$ cat src/rtl/plil_pkg.sv
// Shared constants and types for the piecewise linear interpolator.
package plil_pkg;

    // Fixed field widths of the stream items.
    localparam int DATA_W   = 32;
    localparam int CFG_W    = 7;
    localparam int IDX_W    = 7;

    // Quotient width: 32 integer bits of the depth offset plus 16 fraction bits.
    localparam int QUO_W    = 48;

    // The breakpoint search encodes hits in groups of this size.
    localparam int GRP_SIZE = 8;
    localparam int GRP_W    = 3;

    // Item kinds carried on the input tuser.
    localparam logic ACT_LOAD  = 1'b0;
    localparam logic ACT_QUERY = 1'b1;

    // Result status codes carried on the output tuser.
    localparam logic [1:0] ST_INTERP = 2'd0;
    localparam logic [1:0] ST_ZERO   = 2'd1;
    localparam logic [1:0] ST_EXTRA  = 2'd2;
    localparam logic [1:0] ST_SAT    = 2'd3;

    // Per-query data that rides alongside the divider and the multiplier.
    typedef struct packed {
        logic                     neg;
        logic                     zero;
        logic                     extra;
        logic [DATA_W-1:0]        adt;
        logic signed [DATA_W-1:0] t0;
    } t_side;

endpackage

$ cat src/rtl/plil_search.sv
// Breakpoint search: parallel depth compares and a registered priority tree.
module plil_search #(
    parameter int MAX_POINTS = 64,
    localparam int IW        = $clog2(MAX_POINTS + 1),
    localparam int NG        = (MAX_POINTS + plil_pkg::GRP_SIZE - 1) / plil_pkg::GRP_SIZE
) (
    input  logic                               i_clk,
    input  logic                               i_rst_n,
    input  logic                               i_en,
    input  logic                               i_wr_en,
    input  logic [IW-1:0]                      i_wr_idx,
    input  logic signed [plil_pkg::DATA_W-1:0] i_wr_depth,
    input  logic                               i_q_valid,
    input  logic signed [plil_pkg::DATA_W-1:0] i_q,
    input  logic [IW-1:0]                      i_n,
    output logic                               o_valid,
    output logic [IW-1:0]                      o_seg,
    output logic signed [plil_pkg::DATA_W-1:0] o_q,
    output logic                               o_busy
);

    localparam int NB = NG * plil_pkg::GRP_SIZE;

    logic signed [plil_pkg::DATA_W-1:0] r_depth [1:MAX_POINTS-1];
    logic [NB-1:0]                      hit;

    logic                               r_a_valid;
    logic [NB-1:0]                      r_a_hit;
    logic signed [plil_pkg::DATA_W-1:0] r_a_q;
    logic [IW-1:0]                      r_a_n;

    logic [NG-1:0]                      n_b_any;
    logic [plil_pkg::GRP_W-1:0]         n_b_low [NG];
    logic                               r_b_valid;
    logic [NG-1:0]                      r_b_any;
    logic [plil_pkg::GRP_W-1:0]         r_b_low [NG];
    logic signed [plil_pkg::DATA_W-1:0] r_b_q;
    logic [IW-1:0]                      r_b_n;

    logic [IW-1:0]                      idx;
    logic [IW-1:0]                      n_c_seg;
    logic                               r_c_valid;
    logic [IW-1:0]                      r_c_seg;
    logic signed [plil_pkg::DATA_W-1:0] r_c_q;

    // Depth copies of the entries that take part in the search.
    always_ff @(posedge i_clk) begin
        for (int k = 1; k < MAX_POINTS; k++) begin
            if (i_wr_en && (i_wr_idx == IW'(k))) begin
                r_depth[k] <= i_wr_depth;
            end
        end
    end

    // One comparator per entry: entry depth above the query and inside the used span.
    for (genvar k = 0; k < NB; k++) begin : g_cmp
        if (k == 0) begin : g_origin
            assign hit[k] = (i_q < 0);
        end else if (k < MAX_POINTS) begin : g_entry
            assign hit[k] = (IW'(k) < i_n) && (r_depth[k] > i_q);
        end else begin : g_pad
            assign hit[k] = 1'b0;
        end
    end

    // Lowest hit within each group.
    always_comb begin
        for (int g = 0; g < NG; g++) begin
            n_b_any[g] = |r_a_hit[g*plil_pkg::GRP_SIZE +: plil_pkg::GRP_SIZE];
            n_b_low[g] = '0;
            for (int j = plil_pkg::GRP_SIZE - 1; j >= 0; j--) begin
                if (r_a_hit[g*plil_pkg::GRP_SIZE + j]) begin
                    n_b_low[g] = plil_pkg::GRP_W'(j);
                end
            end
        end
    end

    // First hit over the groups, then step back one entry to the segment start.
    always_comb begin
        idx = r_b_n;
        for (int g = NG - 1; g >= 0; g--) begin
            if (r_b_any[g]) begin
                idx = IW'(g * plil_pkg::GRP_SIZE) + IW'(r_b_low[g]);
            end
        end
        n_c_seg = (idx == '0) ? '0 : idx - IW'(1);
    end

    // Stage registers; valid bits are cleared on reset.
    always_ff @(posedge i_clk) begin
        if (!i_rst_n) begin
            r_a_valid <= 1'b0;
            r_b_valid <= 1'b0;
            r_c_valid <= 1'b0;
        end else if (i_en) begin
            r_a_valid <= i_q_valid;
            r_b_valid <= r_a_valid;
            r_c_valid <= r_b_valid;
        end
    end

    always_ff @(posedge i_clk) begin
        if (i_en) begin
            r_a_hit <= hit;
            r_a_q   <= i_q;
            r_a_n   <= i_n;
            r_b_any <= n_b_any;
            r_b_low <= n_b_low;
            r_b_q   <= r_a_q;
            r_b_n   <= r_a_n;
            r_c_seg <= n_c_seg;
            r_c_q   <= r_b_q;
        end
    end

    assign o_valid = r_c_valid;
    assign o_seg   = r_c_seg;
    assign o_q     = r_c_q;
    assign o_busy  = r_a_valid | r_b_valid | r_c_valid;

endmodule

$ cat config.mk
export PLATFORM = sky130hd
export DESIGN_NAME = plil_search
export DESIGN_NICKNAME = d
export VERILOG_FILES = /design/src/rtl/plil_pkg.sv /design/src/rtl/plil_search.sv
export SDC_FILE = /design/constraint.sdc
export NUM_CORES = 2
export LEC_CHECK = 0
export BUFFER_PORTS_ARGS = -buffer_cell sky130_fd_sc_hd__buf_2
export CORE_ASPECT_RATIO = 1.2
export CORE_MARGIN = 2
export CORE_UTILIZATION = 50
export DETAILED_ROUTE_END_ITERATION = 10
export PLACE_DENSITY = 0.65
export SLEW_MARGIN = 20
export SYNTH_ARGS = -nofsm -noshare
export SYNTH_HDL_FRONTEND = slang
export SYNTH_SLANG_ARGS = --single-unit
$ cat constraint.sdc
create_clock -name i_clk -period 5.7 [get_ports i_clk]
set_input_delay 0.57 -clock i_clk [delete_from_list [all_inputs] [get_ports i_clk]]
set_output_delay 0.57 -clock i_clk [all_outputs]
set_load 0.02 [all_outputs]
==> metrics.txt <==
core area=225100 sq um; CTS tree=built; status=completed; leading cell types by total area after synthesis=edfxtp_1 59%, ha_1 22%, a21oi_1 3.8%; global-route wire length before repair=524400 um; Die Y=524.9 um; Cells after Synth=7945; WL/cell=31.75 um; post-synth top area cell=edfxtp_1; Reg power frac=50.9%; RSZ-0062 raised after global routing=no; Top FF cell, synth=edfxtp_1; drt via density=6.571; vias in the first global route=between 70000 and 80000; post-cts resize count=0; internal power=27.22 mW; fmax=272.3 MHz; remaining antenna violation count=0; Reg2Reg Capture Point=o_seg[6]$_SDFFCE_PN0P_; fin crit period=between 3000 and 4000 ps; Final Max Tran Viols=0; CTS sink cnt=~2200; Die Wd=between 400 and 500 um; top cells by count, synth=2228 x edfxtp_1, 2018 x ha_1, 851 x a21oi_1; Netlist cell types=73; Syn Area/Cell=14.23 sq um; relative slew slack=23.82%; CP Launch Type=primary input; Reg2Reg Depth=7; Iteration-0 DRC Markers=10120; Least-Margin Pin Slew=1143 ps; layout cells sized above 1=8.860%; IO Pins=about 120; critical path class=in -> reg; fill count=between 15000 and 20000; Final Hold Fails=0; Placed Cells=approximately 11000; worst vdd ir=316.4 uV; post-CTS setup buffer count=0; DRT Wirelength=372000 um; switch share=24.59%; antenna violations before repair=47; PortBufs=between 100 and 150; Setup crit end=r_a_hit[35]$_DFFE_PP_; Hold Worst Slack=just under 70 ps; pin count of the biggest net entering global routing=109; number of buffers created by CTS=232; most frequent cell after synthesis=edfxtp_1; Setup crit end kind=flop; worst reg2reg startpoint=r_b_any[7]$_DFFE_PP_; WP data required=6430 ps; area delta synth->final=12.31%; GRT overflow=0; FF+latch count, synth=2231; nets=10630; max-cap violation count=0; register area share after synthesis=slightly below 60%; Worst Path Max Fanout=34; Post-synth EDFFs=roughly 2200; Clk pin slew, worst setup/hold paths=60 ps; clock latency on the worst-skew pair=900 ps; Post-Route Utilization=around 56%; P_sw=8.879 mW; Synth async-reset ratio=0%; Non-Filler Instances=11720; Ys Warns=0; hpwl dp=231400 um; worst setup path start=i_q[15]; reg2reg setup slack=2540 ps; Reg area=66960 sq um; TNS Setup=0 ps; final worst slack=2027 ps; Row Count=191; combinational share of power=9.0%; Clock Path Buffers=4; critical path arrival=4400 ps; GP Congestion=0.9357; DRC=0; pre-CTS setup slack=1779 ps; setup violators final=0; clk root buf=clkbuf_16; top cell type's share of synthesized area=approximately three fifths; Die ar.=229900 sq um; Tot GR Track Use=around a third; Initial Util=50.22%; Post-Syn Area=around 110000 sq um; min-delay worst type=in -> reg; htree depth=4; hold buffers post-CTS=34; Syn Nets=10050; Vias=77000; final period utilization=between 60% and 70%; power per cell area=284.3 nW/um^2; leakage power=just under 50 nW; area occupied by multi-input gates=45620 sq um; clock share of power=40.1%; DR pass1 iterations=8; Max Clock Skew=approximately 40 ps
-- worst max-delay path, stage by stage --
cell and delay (ps):
dlygate4sd3_1 560, buf_2 160, inv_6 560, buf_4 420, ha_1 210, nand4_1 190, nor4_1 650, a21boi_0 430
o41ai_1 160, and3_1 190, nor3_1 220
-- flip-flops by register name, indices dropped and copies added, names as in the netlist --
name       flops
r_depth     2016
r_a_hit       64
o_q           32
r_b_q         32
r_a_q         31
r_b_low       24
r_b_any        8
o_seg          7
r_a_n          7
r_b_n          7
o_valid        1
r_a_valid      1
r_b_valid      1
-- layer usage --
metal,track usage [%],vias up,part of all wire (%)
li1,-,33310,-
met1,41.64,38520,38
met2,50.42,4208,46
met3,4.850,961,9.8
met4,17.93,8,6.3
met5,0,-,0.015
-- final cells by class --
| class | count | share of cell area, % |
|---|---|---|
| Multi-Input combinational cell | 5528 | 35.93 |
| Timing Repair Buffer | 368 | 2.251 |
| Tap cell | 2991 | 2.947 |
| Antenna cell | 26 | 0.05124 |
| Sequential cell | 2231 | 52.74 |
| Clock buffer | 281 | 4.717 |
| Clock inverter | 126 | 0.7657 |
| Inverter | 168 | 0.5952 |
-- cell families after synthesis --
| logic type | synth area share [%] |
|---|---|
| xor+xnor | 0.007749 |
| flops | 59.23 |
| buf+inv | 0.6198 |
| mux | 0.2435 |
| fa+ha+maj | 22.33 |
| compound gates | 9.588 |
| simple gates | 7.974 |
-- placed cells by master, fill, tap and decap left out, drive strengths merged, types with 174 or more instances in the layout --
| master | synthesis | layout |
|---|---|---|
| inv | 168 | 174 |
| nand4 | 399 | 399 |
| a21oi | 851 | 851 |
| clkbuf | 15 | 281 |
| ha | 2018 | 2018 |
| nor2 | 246 | 246 |
| edfxtp | 2228 | 2228 |
| o21ai | 205 | 205 |
| nand3 | 191 | 191 |
| nand2 | 441 | 441 |
| buf | 3 | 334 |
-- power by group through the flow --
stage                     Sequential [mW]  Combinational [mW]  Clock [mW]
final                                18.4                3.23        14.5
after detailed placement             18.7                3.13           0
after global placement               18.7                3.03           0
after CTS                            18.4                3.17        14.6
after floorplan                      18.7                1.47           0
after global routing                 18.4                3.46        15.2
-- per-stage QoR --
stage,total power [mW],area (sq um)
after floorplan,20.13,113100
after global placement,21.74,119600
after detailed placement,21.85,119600
after CTS,36.15,126900
after global routing,37.04,126900
final,36.10,127000
-- how the worst min path moves through the flow --
stage	start	to	slack [ps]	cells past startpoint
3_5_place_dp	r_b_q[31]$_DFFE_PP_	o_q[31]$_DFFE_PP_	400	0
4_1_cts	i_n[5]	r_a_n[5]$_DFFE_PP_	20	1
2_1_floorplan	r_b_q[0]$_DFFE_PP_	o_q[0]$_DFFE_PP_	400	0
5_1_grt	i_n[5]	r_a_n[5]$_DFFE_PP_	70	1
3_3_place_gp	r_b_q[6]$_DFFE_PP_	o_q[6]$_DFFE_PP_	400	0
6_report	i_n[5]	r_a_n[5]$_DFFE_PP_	70	1
Power figures use the tool's default switching activity.
