--- config.mk ---
export PLATFORM = sky130hd
export DESIGN_NAME = plil_mul
export DESIGN_NICKNAME = d
export VERILOG_FILES = /design/src/rtl/plil_pkg.sv /design/src/rtl/plil_mul.sv
export SDC_FILE = /design/constraint.sdc
export NUM_CORES = 2
export LEC_CHECK = 0
export BUFFER_PORTS_ARGS = -buffer_cell sky130_fd_sc_hd__buf_4
export CELL_PAD_IN_SITES_DETAIL_PLACEMENT = 0
export CELL_PAD_IN_SITES_GLOBAL_PLACEMENT = 1
export CORE_MARGIN = 10
export CORE_UTILIZATION = 52
export CTS_BUF_LIST = sky130_fd_sc_hd__clkbuf_16
export DETAILED_ROUTE_END_ITERATION = 10
export PLACE_DENSITY_LB_ADDON = 0.1
export SKIP_CTS_REPAIR_TIMING = 1
export SYNTH_ARGS = -nofsm -noshare
export SYNTH_HDL_FRONTEND = slang
export SYNTH_SLANG_ARGS = --single-unit
--- constraint.sdc ---
create_clock -name i_clk -period 10.1 [get_ports i_clk]
set_clock_uncertainty 0.05 [all_clocks]
set_input_delay 1.515 -clock i_clk [delete_from_list [all_inputs] [get_ports i_clk]]
set_output_delay 1.515 -clock i_clk [all_outputs]
set_load 0.01 [all_outputs]
--- src/rtl/plil_pkg.sv ---
// Shared constants and types for the piecewise linear interpolator.
package plil_pkg;

    // Fixed field widths of the stream items.
    localparam int DATA_W   = 32;
    localparam int CFG_W    = 7;
    localparam int IDX_W    = 7;

    // Quotient width: 32 integer bits of the depth offset plus 16 fraction bits.
    localparam int QUO_W    = 48;

    // The breakpoint search encodes hits in groups of this size.
    localparam int GRP_SIZE = 8;
    localparam int GRP_W    = 3;

    // Item kinds carried on the input tuser.
    localparam logic ACT_LOAD  = 1'b0;
    localparam logic ACT_QUERY = 1'b1;

    // Result status codes carried on the output tuser.
    localparam logic [1:0] ST_INTERP = 2'd0;
    localparam logic [1:0] ST_ZERO   = 2'd1;
    localparam logic [1:0] ST_EXTRA  = 2'd2;
    localparam logic [1:0] ST_SAT    = 2'd3;

    // Per-query data that rides alongside the divider and the multiplier.
    typedef struct packed {
        logic                     neg;
        logic                     zero;
        logic                     extra;
        logic [DATA_W-1:0]        adt;
        logic signed [DATA_W-1:0] t0;
    } t_side;

endpackage

--- src/rtl/plil_mul.sv ---
// Segment fraction times time span in partial products, then offset, saturation and status.
module plil_mul (
    input  logic                                i_clk,
    input  logic                                i_rst_n,
    input  logic                                i_en,
    input  logic                                i_valid,
    input  logic [plil_pkg::QUO_W-1:0]          i_quo,
    input  plil_pkg::t_side                     i_side,
    output logic                                o_valid,
    output logic [plil_pkg::DATA_W-1:0]         o_time,
    output logic [1:0]                          o_status
);

    localparam int DW = plil_pkg::DATA_W;
    localparam int PW = DW + 16;
    localparam int FW = plil_pkg::QUO_W + DW;
    localparam int TW = FW - 16;

    logic            r_m1_valid;
    logic [PW-1:0]   r_p0;
    logic [PW-1:0]   r_p1;
    logic [PW-1:0]   r_p2;
    plil_pkg::t_side r_m1_side;

    logic [FW-1:0]   prod;
    logic            r_m2_valid;
    logic [TW-1:0]   r_term;
    plil_pkg::t_side r_m2_side;

    logic [DW+1:0]   ext_t0;
    logic [DW+1:0]   ext_term;
    logic [DW+1:0]   sum;
    logic            ovf;
    logic [DW-1:0]   sat_val;
    logic [DW-1:0]   n_time;
    logic [1:0]      n_status;

    logic            r_valid;
    logic [DW-1:0]   r_time;
    logic [1:0]      r_status;

    // Sum of the three shifted partial products; the fraction bits are dropped.
    assign prod = FW'(r_p0) + (FW'(r_p1) << 16) + (FW'(r_p2) << 32);

    // Signed offset and range check on a two-bit guard.
    assign ext_t0   = {{2{r_m2_side.t0[DW-1]}}, r_m2_side.t0};
    assign ext_term = {2'b00, r_term[DW-1:0]};
    assign sum      = r_m2_side.neg ? ext_t0 - ext_term : ext_t0 + ext_term;
    assign ovf      = (r_term[TW-1:DW] != '0) || (sum[DW+1:DW-1] != {3{sum[DW+1]}});
    assign sat_val  = r_m2_side.neg ? {1'b1, {(DW-1){1'b0}}} : {1'b0, {(DW-1){1'b1}}};

    always_comb begin
        if (r_m2_side.zero) begin
            n_time   = r_m2_side.t0;
            n_status = plil_pkg::ST_ZERO;
        end else if (ovf) begin
            n_time   = sat_val;
            n_status = plil_pkg::ST_SAT;
        end else begin
            n_time   = sum[DW-1:0];
            n_status = r_m2_side.extra ? plil_pkg::ST_EXTRA : plil_pkg::ST_INTERP;
        end
    end

    always_ff @(posedge i_clk) begin
        if (!i_rst_n) begin
            r_m1_valid <= 1'b0;
            r_m2_valid <= 1'b0;
            r_valid    <= 1'b0;
        end else if (i_en) begin
            r_m1_valid <= i_valid;
            r_m2_valid <= r_m1_valid;
            r_valid    <= r_m2_valid;
        end
    end

    always_ff @(posedge i_clk) begin
        if (i_en) begin
            r_p0      <= i_quo[15:0]  * i_side.adt;
            r_p1      <= i_quo[31:16] * i_side.adt;
            r_p2      <= i_quo[47:32] * i_side.adt;
            r_m1_side <= i_side;
            r_term    <= prod[FW-1:16];
            r_m2_side <= r_m1_side;
            r_time    <= n_time;
            r_status  <= n_status;
        end
    end

    assign o_valid  = r_valid;
    assign o_time   = r_time;
    assign o_status = r_status;

endmodule

==> results.md <==
- The run finished with clean final reports.
- The data required time at the worst endpoint is 10.44 ns.
- The number of antenna violations at the first check in global routing was 14.
- The core footprint is between 0.1 and 0.15 sq mm.
- The first global-routing pass estimated 276 mm of wire.
- The detailed router finished its first iteration with 2683 violations.
- The global-route usage over all layers is 0.259.
- The normalized max-slew margin is 0.212.
- Clock tree synthesis found a total of roughly 300 sinks.
- The fraction of layout cells with a size suffix above 1 is 0.0436.
- The total count of hold-check failures in the final report is 0.
- After detailed routing, the number of vias per cell comes to roughly 5.5.
- The worst register-to-register path has a setup slack of 3.57 ns.
- In this run, CTS created clock tree buffers numbering 36.
- The total die area is between 0.1 and 0.15 sq mm.
- In this run the worst setup path terminates at r_p2[47].
- The routed layout has 45100 vias.
- The CTS clock-pin slew for the worst setup and hold paths is 0.06 ns.
- Across the whole layout, storage elements account for 0.00895 sq mm.
- In this run the count of I/O pins placed on the die edge is about 150.
- Synthesis inferred 299 register bits.
- The clock insertion delay at the later pin of the skew report is approximately 0.60 ns.
- Of the post-synthesis cell area, the dominant cell type holds 0.403.
- The largest net degree at the start of global routing is 147.
- The half-perimeter wire length of the detailed placement result is 131 mm.
- The detail route stage leaves a number of antenna-violating nets equal to 0.
- The shortest period the worst path allows is 8.93 ns.
- Ranked by total cell area, the synthesized netlist is headed by sky130_fd_sc_hd__fa_1 40%, sky130_fd_sc_hd__edfxtp_1 14%, sky130_fd_sc_hd__ha_1 9.3%, sky130_fd_sc_hd__inv_1 8.1%, sky130_fd_sc_hd__and2_1 6.3%.
- The startpoint of the most critical setup path is i_side[40].
- The cell accounting for the most synthesized area is sky130_fd_sc_hd__fa_1.
- The source of the worst register-to-register timing path is r_term[4].
- The multi-input logic area is 0.0478 sq mm.
- The most frequent cell after synthesis is sky130_fd_sc_hd__inv_1.
- The floorplan step set the die height to 369 microns.
- The synthesized net count is 8583.
- The primary flip-flop cell chosen by synthesis mapping is sky130_fd_sc_hd__edfxtp_1.
- The number of cell rows is 127.
- By count the netlist is led by 1361 x sky130_fd_sc_hd__inv_1, 1271 x sky130_fd_sc_hd__fa_1, 1023 x sky130_fd_sc_hd__nand2_1.
- For this design, the slowest cell found on the critical path is sky130_fd_sc_hd__a2111oi_0.
- The netlist uses 80 different library cells.
- The synthesis-to-layout area growth is 5.34%.
- Setup repair after global routing left no endpoint under its margin.
- Averaged over all synthesized cells, the footprint is 9.40 sq um.
- The aggregate negative setup slack is 0 ns.
- The final setup violation count is 0.
- The count of pins over their slew limit is 0.
- The final layout contains routed wiring with a total length of 173 mm.
- The number of buffer cells added on primary ports is 153.
- Yosys mapped a number of flops with a built-in enable equal to 296.
- The worst-margin pin slew is between 1 and 1.5 ns.
- The kind of start point of the critical path is a primary input.
- The via count of the first global-routing pass is 48300.
- Along the worst path, the maximum fanout reaches 32.
- The clock tree from TritonCTS is done.
- The cell repeated most along the worst path is sky130_fd_sc_hd__fa_1.
- The capturing element type of the critical path is a flip-flop.
- The routed length per placed instance is ~21 microns.
- Counting every instance in the synthesized netlist gives just under 7000.
- The number of maximum-capacitance constraint violations is 0.
- The H-tree depth is 2.
- The post-synthesis async set-or-reset flop share is 0.
- The initial utilization of the core area, before any placement, comes to 0.525.
- The mapped netlist covers 0.0632 sq mm.
- The die is 369 microns wide.
- The data arrival time at the worst-slack endpoint is 9.27 ns.
- The number of warnings printed during yosys synthesis is 0.
- The post-synthesis sequential area ratio is 0.142.
- The critical path goes through buf_4, buf_4, and2_1, fa_1, inv_1, fa_1, fa_1, inv_1, fa_1, fa_1, inv_1, fa_1, inv_1, ha_1, nand3_1, nor2_1, o311ai_1, a2111oi_0, or4_1, nor4b_1, o221ai_1, o21ai_1, a21oi_1, xnor2_1.
- The remaining global-route overflow is 0.
- The achievable clock frequency is 112 MHz.
- The congestion estimate from routability-driven global placement came to 0.875.
- The critical path in this run is classified as primary input to flip-flop.
- The largest single stage delay on the critical path is 1.01 ns.
- Of the available clock period, the critical path in the final layout requires 0.884.
- The layout filler cell count is 11000.
- The root buffer cell is sky130_fd_sc_hd__clkbuf_16.
- The detailed-router iteration count before antenna repair is 6.
- The clock passes through at most 3 buffers.
- The number of cells on the worst reg-to-reg path is 18.
- After the last flow step, the layout net total stands at 8459.
- The classification of the worst-slack hold path is flip-flop to flip-flop.
- The remaining design rule violation count is 0.
- The worst register-to-register path ends at o_time[19].
[worst min-delay path by stage]
stage / from / to / slack (ns) / cells past startpoint
floorplan: r_m1_side[0] / ext_t0[0] / 0.35 / 0
global placement: r_m1_side[13] / ext_t0[13] / 0.35 / 0
detailed placement: r_m1_side[5] / ext_t0[5] / 0.35 / 0
CTS: r_m1_side[5] / ext_t0[5] / 0.37 / 0
global route: r_m1_side[5] / ext_t0[5] / 0.37 / 0
finish: r_m1_side[1] / ext_t0[1] / 0.37 / 0
[layer usage]
layer  part of all wire  GRT usage  vias to the layer above
met3              0.084     0.0672                      241
li1                   -          -                    20300
met2               0.46      0.425                     1401
met5            0.00016          0                        -
met1               0.43      0.344                    23200
met4              0.025     0.0615                        4
[worst max-delay path: cells and delay by family]
family                     cells  cell delay, ns
adders and majority gates      7            3.22
AOI/OAI and AO/OA              5            1.82
and+or+nand+nor                5            1.39
buffers and inverters          6            1.02
xor gates and xnor gates       1            0.25
[sequential cells by signal, summed over array words and instances, names as in the netlist]
name	count
r_term	64
o_time	32
o_valid	1
r_m1_side	35
ext_t0	32
r_p0	32
r_m2_valid	1
r_m2_side	3
r_p1	48
r_p2	48
o_status	2
r_m1_valid	1
[logic make-up (layout without fill, tap and decap cells)]
family / after synthesis / in the layout / share of synthesized area
buf+inv: 1717 / 1621 / 0.102
flops: 299 / 299 / 0.142
compound gates: 641 / 641 / 0.0677
other cells: 0 / 7 / 0
fa+ha+maj: 1742 / 1742 / 0.496
xor+xnor: 234 / 234 / 0.0326
simple gates: 2082 / 2082 / 0.159
mux: 7 / 7 / 0.00113
[layout by cell type (no fill, tap or decap), drive strengths merged, types with 71 or more instances in the layout]
| cell type | synthesis | final |
|---|---|---|
| inv | 1361 | 1370 |
| nand2 | 1032 | 1032 |
| buf | 11 | 194 |
| a21oi | 193 | 193 |
| xor2 | 71 | 71 |
| xnor2 | 163 | 163 |
| nor2 | 157 | 157 |
| edfxtp | 296 | 296 |
| o21ai | 88 | 88 |
| fa | 1271 | 1271 |
| ha | 471 | 471 |
| a21o | 106 | 106 |
| and2 | 640 | 640 |
[per-stage QoR]
step	utilization	setup slack [ns]	instances	area, sq um	hold slack [ns]
6_report	0.553	1.17	8245	66600	0.367
5_1_grt	0.553	0.768	8241	66600	0.371
4_1_cts	0.553	1.18	8238	66600	0.368
3_5_place_dp	0.543	0.576	8172	65400	0.355
3_3_place_gp	0.543	0.649	8172	65400	0.353
2_1_floorplan	-	2.14	6722	63200	0.350
[area by class of cell]
| cell class | instances | share of cell area |
|---|---|---|
| Multi-Input combinational cell | 4706 | 0.718 |
| Clock buffer | 36 | 0.0135 |
| Sequential cell | 299 | 0.134 |
| Tap cell | 1612 | 0.0303 |
| Antenna cell | 7 | 0.000263 |
| Clock inverter | 30 | 0.00444 |
| Inverter | 1361 | 0.0767 |
| Timing Repair Buffer | 194 | 0.0226 |
Power is not shown: default switching activity piles up to over one toggle a cycle in this logic, so the estimate is an artifact.
